<file path="config.mk">
export PLATFORM = sky130hd
export DESIGN_NAME = tcd_pos
export DESIGN_NICKNAME = d
export VERILOG_FILES = /design/src/rtl/assert_macros.svh /design/src/rtl/tcd_pkg.sv /design/src/rtl/tcd_pos.sv
export SDC_FILE = /design/constraint.sdc
export NUM_CORES = 1
export LEC_CHECK = 0
export ABC_CLOCK_PERIOD_IN_PS = 10700
export BUFFER_PORTS_ARGS = -buffer_cell sky130_fd_sc_hd__buf_2
export CAP_MARGIN = 5
export CORE_ASPECT_RATIO = 0.7
export CORE_MARGIN = 1.5
export CORE_UTILIZATION = 55
export CTS_BUF_LIST = sky130_fd_sc_hd__clkbuf_4
export CTS_CLUSTER_DIAMETER = 50
export DETAILED_ROUTE_END_ITERATION = 7
export GPL_TIMING_DRIVEN = 0
export PLACE_DENSITY = 0.76
export SLEW_MARGIN = 20
export SYNTH_ARGS = -nofsm -noshare
export SYNTH_HDL_FRONTEND = slang
export SYNTH_SLANG_ARGS = --single-unit
</file>
<file path="constraint.sdc">
create_clock -name clk -period 10.7 [get_ports clk]
set_clock_uncertainty 0.2 [all_clocks]
set_input_delay 2.14 -clock clk [delete_from_list [all_inputs] [get_ports clk]]
set_output_delay 2.14 -clock clk [all_outputs]
set_load 0.005 [all_outputs]
</file>
<file path="src/rtl/assert_macros.svh">
// Assertion macros shared by the tile CRC change detector RTL.
// Every macro samples on clk and is disabled while rst_n is low.
`ifndef ASSERT_MACROS_SVH
`define ASSERT_MACROS_SVH

// Property must hold at every sampled edge.
`define TCD_ASSERT(lbl, prop, msg) \
    lbl: assert property (@(posedge clk) disable iff (!rst_n) (prop)) else $error(msg);

// Consequent must hold at the sampled edge after the antecedent.
`define TCD_ASSERT_NEXT(lbl, ante, cons, msg) \
    lbl: assert property (@(posedge clk) disable iff (!rst_n) (ante) |=> (cons)) else $error(msg);

`endif

</file>
<file path="src/rtl/tcd_pkg.sv">
// Shared types, constants and CRC-32 helper functions for the tile CRC change detector.
// No dependencies.
`timescale 1ns / 1ps

package tcd_pkg;

    localparam int PIX_W   = 32;
    localparam int HASH_W  = 32;
    localparam int TIDX_W  = 12;
    localparam int FDIM_W  = 14;
    localparam int TDIM_W  = 11;
    localparam int TPR_W   = 15;
    localparam int PADDR_W = 5;
    localparam int PDATA_W = 32;

    localparam int DEF_MAX_TILE_COLS = 64;
    localparam int DEF_MAX_TILES     = 4096;

    localparam int FW_RESET_VAL = 1920;
    localparam int FH_RESET_VAL = 1080;
    localparam int TW_RESET_VAL = 64;
    localparam int TH_RESET_VAL = 64;
    localparam int TPR_RESET_VAL = (FW_RESET_VAL + TW_RESET_VAL - 1) / TW_RESET_VAL;

    localparam logic [HASH_W-1:0] CRC_POLY = 32'hEDB88320;
    localparam logic [HASH_W-1:0] CRC_INIT = 32'hFFFFFFFF;

    typedef enum logic [2:0] {
        REG_FRAME_WIDTH  = 3'd0,
        REG_FRAME_HEIGHT = 3'd1,
        REG_TILE_WIDTH   = 3'd2,
        REG_TILE_HEIGHT  = 3'd3,
        REG_FAST_MODE    = 3'd4
    } tcd_reg_t;

    typedef struct packed {
        logic in_range;
        logic first;
        logic hash;
        logic fast;
        logic emit;
        logic end_frame;
    } tcd_flags_t;

    typedef struct packed {
        logic [TIDX_W-1:0] tile_index;
        logic [HASH_W-1:0] tile_hash;
        logic              changed;
        logic              last_of_frame;
    } tcd_result_t;

    function automatic int addr_w(int depth);
        return (depth > 1) ? $clog2(depth) : 1;
    endfunction

    // Column j of slicing table k: bit j pushed through 8*(k+1) CRC shifts.
    function automatic logic [HASH_W-1:0] crc_col(int k, int j);
        logic [HASH_W-1:0] c;
        c = HASH_W'(1) << j;
        for (int s = 0; s < 8 * (k + 1); s++) begin
            c = c[0] ? ((c >> 1) ^ CRC_POLY) : (c >> 1);
        end
        return c;
    endfunction

    // Slicing table k, built as the xor of the columns picked by the byte.
    function automatic logic [HASH_W-1:0] crc_tab(int k, logic [7:0] b);
        logic [HASH_W-1:0] r;
        r = '0;
        for (int j = 0; j < 8; j++) begin
            if (b[j]) begin
                r = r ^ crc_col(k, j);
            end
        end
        return r;
    endfunction

    // Four bytes, low byte first.
    function automatic logic [HASH_W-1:0] crc_upd4(logic [HASH_W-1:0] crc,
                                                   logic [PIX_W-1:0] px);
        logic [HASH_W-1:0] x;
        x = crc ^ px;
        return crc_tab(3, x[7:0]) ^ crc_tab(2, x[15:8]) ^
               crc_tab(1, x[23:16]) ^ crc_tab(0, x[31:24]);
    endfunction

    // Three low bytes (B, G, R), low byte first.
    function automatic logic [HASH_W-1:0] crc_upd3(logic [HASH_W-1:0] crc,
                                                   logic [PIX_W-1:0] px);
        logic [23:0] x;
        x = crc[23:0] ^ px[23:0];
        return {24'd0, crc[31:24]} ^ crc_tab(2, x[7:0]) ^
               crc_tab(1, x[15:8]) ^ crc_tab(0, x[23:16]);
    endfunction

endpackage

</file>
<file path="src/rtl/tcd_pos.sv">
// Raster position tracker: pixel and tile coordinates, tile column and row base.
// Produces the memory addresses and control flags for each accepted pixel. Depends on tcd_pkg.
`timescale 1ns / 1ps

module tcd_pos import tcd_pkg::*; #(
    parameter int MAX_TILE_COLS = DEF_MAX_TILE_COLS,
    parameter int MAX_TILES     = DEF_MAX_TILES,
    localparam int CA_W = addr_w(MAX_TILE_COLS),
    localparam int HA_W = addr_w(MAX_TILES)
) (
    input  logic              clk,
    input  logic              rst_n,
    input  logic              accept,
    input  logic              frame_start,
    input  logic [FDIM_W-1:0] frame_width,
    input  logic [FDIM_W-1:0] frame_height,
    input  logic [TDIM_W-1:0] tile_width,
    input  logic [TDIM_W-1:0] tile_height,
    input  logic              fast_mode,
    input  logic [TPR_W-1:0]  tiles_per_row,
    output tcd_flags_t        flags,
    output logic [CA_W-1:0]   col_addr,
    output logic [HA_W-1:0]   hash_addr,
    output logic [TIDX_W-1:0] tile_index
);

    localparam int TC_W  = $clog2(MAX_TILE_COLS + 1);
    localparam int TRB_W = $clog2(MAX_TILES + 1);
    localparam int IDX_W = $clog2(MAX_TILES + MAX_TILE_COLS + 1);
    localparam int SUM_W = ((TRB_W > TPR_W) ? TRB_W : TPR_W) + 1;
    localparam int FX_W  = FDIM_W + 1;
    localparam int TX_W  = TDIM_W + 1;

    logic [FDIM_W-1:0] pos_x_reg, pos_x_next;
    logic [FDIM_W-1:0] pos_y_reg, pos_y_next;
    logic [TDIM_W-1:0] xt_reg, xt_next;
    logic [TDIM_W-1:0] yt_reg, yt_next;
    logic [TC_W-1:0]   tc_reg, tc_next;
    logic [TRB_W-1:0]  trb_reg, trb_next;

    logic [FDIM_W-1:0] cur_x, cur_y, fw1, fh1;
    logic [TDIM_W-1:0] cur_xt, cur_yt, tw1, th1;
    logic [TC_W-1:0]   cur_tc;
    logic [TRB_W-1:0]  cur_trb;
    logic [IDX_W-1:0]  idx;
    logic [SUM_W-1:0]  trb_sum;
    logic              end_line, last_row, end_frame, last_x, last_y;

    always_comb
    begin
        // frame_start restarts the position before this pixel is placed
        cur_x   = frame_start ? '0 : pos_x_reg;
        cur_y   = frame_start ? '0 : pos_y_reg;
        cur_xt  = frame_start ? '0 : xt_reg;
        cur_yt  = frame_start ? '0 : yt_reg;
        cur_tc  = frame_start ? '0 : tc_reg;
        cur_trb = frame_start ? '0 : trb_reg;

        fw1 = (frame_width  == '0) ? FDIM_W'(1) : frame_width;
        fh1 = (frame_height == '0) ? FDIM_W'(1) : frame_height;
        tw1 = (tile_width   == '0) ? TDIM_W'(1) : tile_width;
        th1 = (tile_height  == '0) ? TDIM_W'(1) : tile_height;

        end_line  = (FX_W'(cur_x) + FX_W'(1)) >= FX_W'(fw1);
        last_row  = (FX_W'(cur_y) + FX_W'(1)) >= FX_W'(fh1);
        end_frame = end_line && last_row;
        last_x    = ((TX_W'(cur_xt) + TX_W'(1)) >= TX_W'(tw1)) || end_line;
        last_y    = ((TX_W'(cur_yt) + TX_W'(1)) >= TX_W'(th1)) || last_row;

        idx     = IDX_W'(cur_trb) + IDX_W'(cur_tc);
        trb_sum = SUM_W'(cur_trb) + SUM_W'(tiles_per_row);
    end

    always_comb
    begin
        flags.in_range  = (cur_tc < TC_W'(MAX_TILE_COLS)) && (idx < IDX_W'(MAX_TILES));
        flags.first     = (cur_xt == '0) && (cur_yt == '0);
        flags.hash      = !fast_mode || (!cur_xt[0] && !cur_yt[0]);
        flags.fast      = fast_mode;
        flags.emit      = last_x && last_y;
        flags.end_frame = end_frame;
        col_addr        = CA_W'(cur_tc);
        hash_addr       = HA_W'(idx);
        tile_index      = TIDX_W'(idx);
    end

    always_comb
    begin
        pos_x_next = cur_x;
        pos_y_next = cur_y;
        xt_next    = cur_xt;
        yt_next    = cur_yt;
        tc_next    = cur_tc;
        trb_next   = cur_trb;
        if (end_frame)
        begin
            pos_x_next = '0;
            pos_y_next = '0;
            xt_next    = '0;
            yt_next    = '0;
            tc_next    = '0;
            trb_next   = '0;
        end
        else if (end_line)
        begin
            pos_x_next = '0;
            xt_next    = '0;
            tc_next    = '0;
            pos_y_next = cur_y + FDIM_W'(1);
            if (last_y)
            begin
                yt_next  = '0;
                trb_next = (trb_sum > SUM_W'(MAX_TILES)) ? TRB_W'(MAX_TILES)
                                                         : TRB_W'(trb_sum);
            end
            else
            begin
                yt_next = cur_yt + TDIM_W'(1);
            end
        end
        else
        begin
            pos_x_next = cur_x + FDIM_W'(1);
            if (last_x)
            begin
                xt_next = '0;
                // saturate at the column limit
                if (cur_tc < TC_W'(MAX_TILE_COLS))
                begin
                    tc_next = cur_tc + TC_W'(1);
                end
            end
            else
            begin
                xt_next = cur_xt + TDIM_W'(1);
            end
        end
    end

    always_ff @(posedge clk or negedge rst_n)
    begin
        if (!rst_n)
        begin
            pos_x_reg <= '0;
            pos_y_reg <= '0;
            xt_reg    <= '0;
            yt_reg    <= '0;
            tc_reg    <= '0;
            trb_reg   <= '0;
        end
        else if (accept)
        begin
            pos_x_reg <= pos_x_next;
            pos_y_reg <= pos_y_next;
            xt_reg    <= xt_next;
            yt_reg    <= yt_next;
            tc_reg    <= tc_next;
            trb_reg   <= trb_next;
        end
    end

endmodule

</file>
* Yosys cells after proc, flatten, opt, wreduce, memory -nomap -nowiden *
Cells that the tools add are included.

word-level totals
  output and inout bits = 36
  input bits = 70
  register bits after elaboration = 70
  logic and storage cells = 69

cells by class
  mux-type cells = 28
  add/subtract/negate cells = 11
  $lt $le $gt $ge = 7
  reduce and logical (&&, ||, !) cells = 17

operators by type and width
  operator                                              count
  2-to-1 mux 14 bit                                     8
  2-to-1 mux 11 bit                                     10
  2-to-1 mux 13 bit                                     5
  zero test 11 bit                                      4
  2-to-1 mux 7 bit                                      5
  adder 14 x 1 -> 15 bit, second input constant         2
  >= comparator 15 x 14 -> 1 bit                        2
  adder 14 x 1 -> 14 bit, second input constant         2
  zero test 14 bit                                      2
  adder 11 x 1 -> 12 bit, second input constant         2
  >= comparator 12 x 11 -> 1 bit                        2
  adder 11 x 1 -> 11 bit, second input constant         2
  adder 13 x 15 -> 16 bit                               1
  > comparator 16 x 13 -> 1 bit, second input constant  1
  adder 13 x 7 -> 13 bit                                1
  less-than comparator 13 bit, second input constant    1
  adder 7 x 1 -> 7 bit, second input constant           1
  less-than comparator 7 bit, second input constant     1
  logical AND 1 bit                                     5
  zero test 1 bit                                       3
  logical OR 1 bit                                      3

* Logic depth before layout (Yosys ltp) *
Gate-level depths: netlist of run 1.

  word-level depth = 7
  mapped depth = 27
  depth with buffers taken out = 17

* Least setup slack after synthesis of run 1 *
Ideal clock, no wire load.

  path kind = input to output
  start point = input port frame_start
  end point = output port flags[1] (netlist name)
  stages = 23
  required time = 8.360 ns
  buffers on the path = 8
  setup slack = 1.724 ns
  arrival = 6.636 ns
  cell sequence = buf_4 -> buf_4 -> buf_2 -> buf_2 -> clkbuf_1 -> clkbuf_1 -> buf_1 -> buf_1 -> nor2b_1 -> ha_1 -> and3_1 -> nand3_1 -> xor2_1 -> nor2_1 -> ha_1 -> a21o_1 -> a21o_1 -> a211oi_1 -> o21ai_0 -> a41oi_1 -> o21ai_0 -> a211oi_1 -> nor2_1

RTL lines
  element             line           source
  start: declaration  tcd_pos.sv:14  input logic frame_start,
  end: declaration    tcd_pos.sv:21  output tcd_flags_t flags,

* Worst setup path after layout of run 1 *
  start point = input port frame_start
  end point = output port flags[0] (netlist name)

on the way
  cells in the longest elaborated chain, start to end = 4
  elaborated cells on any way between the ends = 7
  classes of those cells = 2 x add/sub; 2 x order compare; 2 x mux; 1 x reduce/logical

ends and longest elaborated chain
  element                                            line                          source
  2-to-1 mux 14 bit (on tied branches)               tcd_pos.sv:52, tcd_pos.sv:53
  adder 14 x 1 -> 15 bit (on tied branches)          tcd_pos.sv:64, tcd_pos.sv:65
  >= comparator 15 x 14 -> 1 bit (on tied branches)  tcd_pos.sv:64, tcd_pos.sv:65
  logical AND 1 bit (*)                              tcd_pos.sv:66                 end_frame = end_line && last_row;

Every way passes the cells marked *; elsewhere a longest branch is shown, timed or not.

==> results.py, run 1 <==
metrics = {
    "cells_and_area": {
        "final_cell_area_mm2": 0.00806,
        "n_fill_cell": 1143,
        "antenna_cells": 0,
        "regArea_mm2": 0.00175,
        "final_nets": 1157,
        "area_growth_pct": 11.7,
        "drive_above_1_share_pct": 15.3,
        "multi_input_area_mm2": 0.00488,
    },
    "synthesis": {
        "avgSynthCellArea_um2": 7.89,
        "synth_edf_count": 0,
        "synthesis.instances": 914,
        "synthesis.area_mm2": 0.00721,
        "ys_seq_area_share_pct": 24.3,
        "ys_ff_latch": 70,
        "synthTopCellsByArea": "dfrtp_1 24%, ha_1 11%, xor2_1 4.5%",
        "synthTopCellsByCount": "85 x nand2_1, 76 x nor2_1, 70 x dfrtp_1, 64 x inv_1, 63 x ha_1",
        "synth_flop_cell": "dfrtp_1",
        "synth_top_area_cell": "dfrtp_1",
        "ys_async_sr_fraction_pct": 100,
        "synth_most_common_cell": "nand2_1",
        "syn-num-nets": 1047,
        "synth_cell_types": 70,
        "yosysWarnings": 0,
        "synth_top_area_share_pct": 24.3,
    },
    "route": {
        "wl_per_cell_um": 16.6,
        "drt_iter0_drc": 716,
        "num_vias": 7211,
        "antenna_left": 0,
        "drc": 8,
        "drt-total-wl_um": 19800,
        "viasPerCell": 6.05,
        "first_pass_iters": 8,
    },
    "clock_tree": {
        "root_buffer": "clkbuf_4",
        "cts_buffers": 9,
        "path_clk_slew_ns": 0.13,
        "cts_sinks": 70,
        "cts_hold_buf": 0,
        "cts_tree": "built",
        "ctsLongestPathBuffers": 2,
        "htreeDepth": 3,
        "clock_latency_ns": 0.46,
    },
    "floorplanning": {
        "placementRows": 34,
        "fp.dieArea_mm2": 0.0138,
        "die_x_um": 140,
        "start_util_pct": 57.3,
        "io_pins": 106,
        "die_h_um": 98.8,
        "core_mm2": 0.0126,
    },
    "timing": {
        "fin_crit_sh_pct": 94.5,
        "drv_slew": 0,
        "worst_pin_slew_ns": 0.882,
        "rsz0062_at_grt": "false",
        "finalCriticalPeriod_ns": 10.11,
        "fmax_ghz": 0.0989,
        "timing.slew.headroom_pct": 40.6,
        "finalHoldViolCount": 0,
        "finalSetupViolations": 0,
    },
    "placement": {
        "placed_cell_area_mm2": 0.00793,
        "gp_congestion": 0.917,
        "numPortBuffers": 98,
        "hpwl_um": 15100,
    },
    "worst_setup_path": {
        "critPathMaxStageDelay_ns": 0.50,
        "r2r_start": "pos_x_reg[0]",
        "crit_top_cell": "buf_2",
        "required_ns": 8.36,
        "ff2ff_setup_slack_ns": 5.43,
        "cp-startpoint": "frame_start",
        "startpoint_type": "input pin",
        "critPathKind": "in2out",
        "worstPathArrival_ns": 7.77,
        "critPathSlowestCell": "buf_1",
        "cp-end-kind": "primary output",
        "critPathMaxFanout": 19,
        "path_cells": "buf_4 -> buf_4 -> buf_2 -> buf_2 -> clkbuf_2 -> buf_1 -> buf_2 -> nor2b_1 -> ha_1 -> and3_1 -> nand3_1 -> xor2_1 -> nor2_1 -> ha_1 -> a21o_1 -> a21o_1 -> a211oi_1 -> o21ai_0 -> a41oi_1 -> o21a_1 -> clkbuf_1 -> nor2_1 -> buf_4 -> buf_2",
    },
    "global_routing": {
        "grt_pass1_wl_um": 32200,
        "antenna_found_initial": 0,
        "grt_pass1_vias": 6281,
        "globalRouteOverflowTotal": 0,
        "track_usage_pct": 29.1,
        "grt_max_degree": 41,
    },
    "run_status": {
        "violations": "design-rule violations",
        "status": "finished, violations left",
    },
    "job": {
        "drv_cap": 0,
    },
    "min_path": {
        "hold_path_class": "reg2reg",
        "min-delay-start": "trb_reg[0]",
    },
    "pwr": {
        "power_uw": 544,
        "p_per_area_mw_per_mm2": 67.6,
        "ir_drop_uv": 37.9,
        "power_leakage_uw": 0.00394,
    },
}
layout make-up:
cell class	count	share of cell area [%]
buffer	70	4.24
inverter	65	3.03
sequential	70	21.7
multi-input combinational	708	60.6
tap	162	2.52
clock buffer	10	0.932
clock inverter	6	0.466
timing repair buffer	100	6.46
kinds of logic after synthesis:
group / count (synthesis) / synth area share (%)
DFF: 70 / 24.3
muxes: 3 / 0.417
AOI/OAI and AO/OA: 233 / 23.4
adders and majority gates: 66 / 11.4
and+or+nand+nor: 333 / 23.5
buffers and inverters: 136 / 8.12
xor gates and xnor gates: 73 / 8.87
what timing repair did:
action,4_1_cts,5_1_grt
pin swaps,0,1
setup buffers,0,1
endpoints found under the setup margin,2,2
resized for setup,3,4
hold endpoints to repair,0,0
cloned,0,0
per-stage QoR:
| step | worst slack [ns] | std cells | util [%] | hold WS [ns] | setup TNS, ns |
|---|---|---|---|---|---|
| after global placement | -0.486 | 1174 | 62.8 | 0.263 | -0.557 |
| after floorplan | 1.72 | 914 | - | 0.248 | 0 |
| final | 0.594 | 1191 | 64.0 | 0.304 | 0 |
| after CTS | 0.0353 | 1191 | 63.9 | 0.305 | 0 |
| after detailed placement | -0.484 | 1175 | 62.9 | 0.275 | -0.533 |
| after global routing | 0.301 | 1191 | 64.0 | 0.324 | 0 |
worst paths after layout:
check,endpoint,depth (start not counted)
worst max-delay path,flags[0],24
worst min-delay path,trb_reg[0],2
worst max register to register,yt_reg[2],15
worst min register to register,trb_reg[0],2
max in group asynchronous,xt_reg[7],2
min in group asynchronous,trb_reg[8],1
layout by cell type (no fill, tap or decap), types with 25 or more instances in the layout:
master,count
a21oi_1,32
nor2_1,76
buf_2,110
nand4_1,25
xnor2_1,36
clkbuf_1,33
a22o_1,33
o21ai_0,47
inv_1,64
xor2_1,37
nand3_1,29
nor2b_1,34
dfrtp_1,70
ha_1,63
nand2_1,85
power by group:
part           switching [uW]  internal [uW]
sequential               5.39            269
combinational            70.6           43.9
clock                     106           49.4
per-layer routing:
layer / track usage (%) / routed length (um) / vias to the layer above
li1: - / - / 3516
met1: 43.5 / 9660 / 3373
met2: 43.8 / 8420 / 298
met3: 5.10 / 1520 / 24
met4: 6.48 / 216 / 0
met5: 0 / 0 / -
critical path: cells and delay by family:
kind	cells	cell delay, ns
fa+ha+maj	2	0.58
buf+inv	10	3.13
xor+xnor	1	0.16
compound gates	6	1.08
simple gates	5	0.67
Note: power is estimated with default switching activity, not from simulation.
==> run 2, diff against run 1 <==
--- a/config.mk
+++ b/config.mk
@@ -9,13 +9,13 @@
 export BUFFER_PORTS_ARGS = -buffer_cell sky130_fd_sc_hd__buf_2
 export CAP_MARGIN = 5
 export CORE_ASPECT_RATIO = 0.7
-export CORE_MARGIN = 1.5
-export CORE_UTILIZATION = 55
+export CORE_MARGIN = 2
+export CORE_UTILIZATION = 60
 export CTS_BUF_LIST = sky130_fd_sc_hd__clkbuf_4
 export CTS_CLUSTER_DIAMETER = 50
 export DETAILED_ROUTE_END_ITERATION = 7
 export GPL_TIMING_DRIVEN = 0
-export PLACE_DENSITY = 0.76
+export PLACE_DENSITY = 0.82
 export SLEW_MARGIN = 20
 export SYNTH_ARGS = -nofsm -noshare
 export SYNTH_HDL_FRONTEND = slang
==> results.py, run 2 (same netlist as run 1, synthesis figures left out) <==
metrics = {
    "placement": {
        "numPortBuffers": 98,
        "gp_congestion": 0.879,
        "hpwl_um": 15000,
    },
    "route": {
        "antenna_left": 0,
        "drt-total-wl_um": 19700,
        "wl_per_cell_um": 16.6,
        "drc": 0,
        "drt_iter0_drc": 736,
        "viasPerCell": 6.12,
        "first_pass_iters": 5,
        "num_vias": 7255,
    },
    "cells_and_area": {
        "final_util_pct": 68.8,
        "layout_commonest_cell": "buf_2",
        "layout_common_cells": "110 x buf_2, 85 x nand2_1, 76 x nor2_1, 70 x dfrtp_1, 64 x inv_1",
        "final_nets": 1157,
        "n_fill_cell": 1043,
        "drive_above_1_share_pct": 14.9,
        "area_growth_pct": 11.9,
        "antenna_cells": 0,
    },
    "global_routing": {
        "grt_pass1_vias": 6446,
        "grt_max_degree": 41,
        "grt_pass1_wl_um": 32100,
        "track_usage_pct": 31.2,
        "globalRouteOverflowTotal": 0,
        "antenna_found_initial": 0,
    },
    "timing": {
        "tns_ns": 0,
        "fmax_ghz": 0.0963,
        "fin_crit_sh_pct": 97.1,
        "finalSetupViolations": 0,
        "worst_pin_slew_ns": 1.13,
        "finalHoldViolCount": 0,
        "finalCriticalPeriod_ns": 10.38,
        "timing.slew.headroom_pct": 23.7,
        "drv_slew": 0,
        "rsz0062_at_grt": "false",
    },
    "pwr": {
        "power_uw": 562,
        "p_per_area_mw_per_mm2": 69.7,
        "ir_drop_uv": 53.1,
        "power_leakage_uw": 0.00394,
    },
    "run_status": {
        "status": "completed",
    },
    "worst_setup_path": {
        "required_ns": 8.36,
        "crit_top_cell": "buf_2",
        "startpoint_type": "input pin",
        "critPathKind": "in2out",
        "worstPathArrival_ns": 8.04,
        "cp-end-kind": "primary output",
        "critPathMaxStageDelay_ns": 0.57,
        "critPathSlowestCell": "a211oi_4",
        "path_cells": "buf_4 -> buf_4 -> buf_2 -> buf_2 -> clkbuf_1 -> clkbuf_2 -> clkbuf_2 -> buf_2 -> nor2b_1 -> ha_1 -> and3_1 -> nand3_1 -> xor2_1 -> nor2_1 -> ha_1 -> a21o_1 -> a21o_1 -> a211oi_1 -> o21ai_0 -> a41oi_1 -> o21ai_0 -> a211oi_4 -> nor2_1 -> buf_2",
        "critPathMaxFanout": 10,
    },
    "clock_tree": {
        "post_cts_buffers": 0,
        "cts_buffers": 9,
        "ctsLongestPathBuffers": 2,
        "root_buffer": "clkbuf_4",
        "clock_latency_ns": 0.46,
        "cts_tree": "built",
        "htreeDepth": 3,
        "path_clk_slew_ns": 0.13,
        "cts_sinks": 70,
    },
    "floorplanning": {
        "fp.dieArea_mm2": 0.0129,
        "die_h_um": 95.7,
        "placementRows": 33,
        "core_mm2": 0.0117,
        "die_x_um": 135,
        "start_util_pct": 61.5,
        "io_pins": 106,
    },
    "job": {
        "drv_cap": 0,
    },
    "min_path": {
        "hold_path_class": "reg2reg",
    },
}
run 2: final timing paths:
check / startpoint / end / slack, ns / cells past startpoint
max reg2reg: pos_x_reg[0] / yt_reg[6] / 5.23 / 15
min in group asynchronous: rst_n / xt_reg[4] / 1.41 / 1
max: frame_start / flags[1] / 0.32 / 24
min reg2reg: trb_reg[0] / trb_reg[0] / 0.31 / 2
max in group asynchronous: rst_n / trb_reg[7] / 8.32 / 2
min: trb_reg[0] / trb_reg[0] / 0.31 / 2
run 2: metrics by stage:
step           hold slack, ns  cells  setup WS [ns]  area (um^2)
6_report                0.305   1186          0.315         8070
5_1_grt                 0.333   1186         0.0252         8070
4_1_cts                 0.301   1186         0.0699         8050
3_5_place_dp            0.274   1170         -0.493         7920
3_3_place_gp            0.261   1169         -0.424         7900
2_1_floorplan           0.248    914           1.72         7210
run 2: layout make-up:
class	instances	area (um^2)	share of cell area, %
buffer	71	345	4.28
clock buffer	10	75.1	0.931
clock inverter	6	52.6	0.651
inverter	65	244	3.02
multi-input combinational	708	4890	60.6
sequential	70	1750	21.7
tap	157	196	2.43
timing repair buffer	99	513	6.36
run 2: routing by layer:
metal | global-route usage (%) | vias up | share of wire [%]
met4 | 8.94 | 0 | 1.9
li1 | - | 3505 | -
met3 | 5.58 | 37 | 8.8
met5 | 0 | - | 0
met2 | 47.2 | 318 | 43
met1 | 46.0 | 3395 | 46
run 2: power by group:
part,internal [uW],switching (uW),leakage [uW]
Sequential,269,5.56,0.000969
Combinational,44.0,70.8,0.00291
Clock,70.8,102,0.0000666
run 2: critical path, delay by kind of cell:
family,cells,cell delay (ns)
AND/OR/NAND/NOR,5,0.58
AO/OA/AOI/OAI,7,1.91
buffers and inverters,9,2.67
XOR/XNOR,1,0.15
adder cells (fa/ha/maj),2,0.58
run 2: timing repair:
action | 4_1_cts | 5_1_grt
hold buffers | 0 | 0
resized for setup | 2 | 5
setup endpoints to repair | 1 | 2
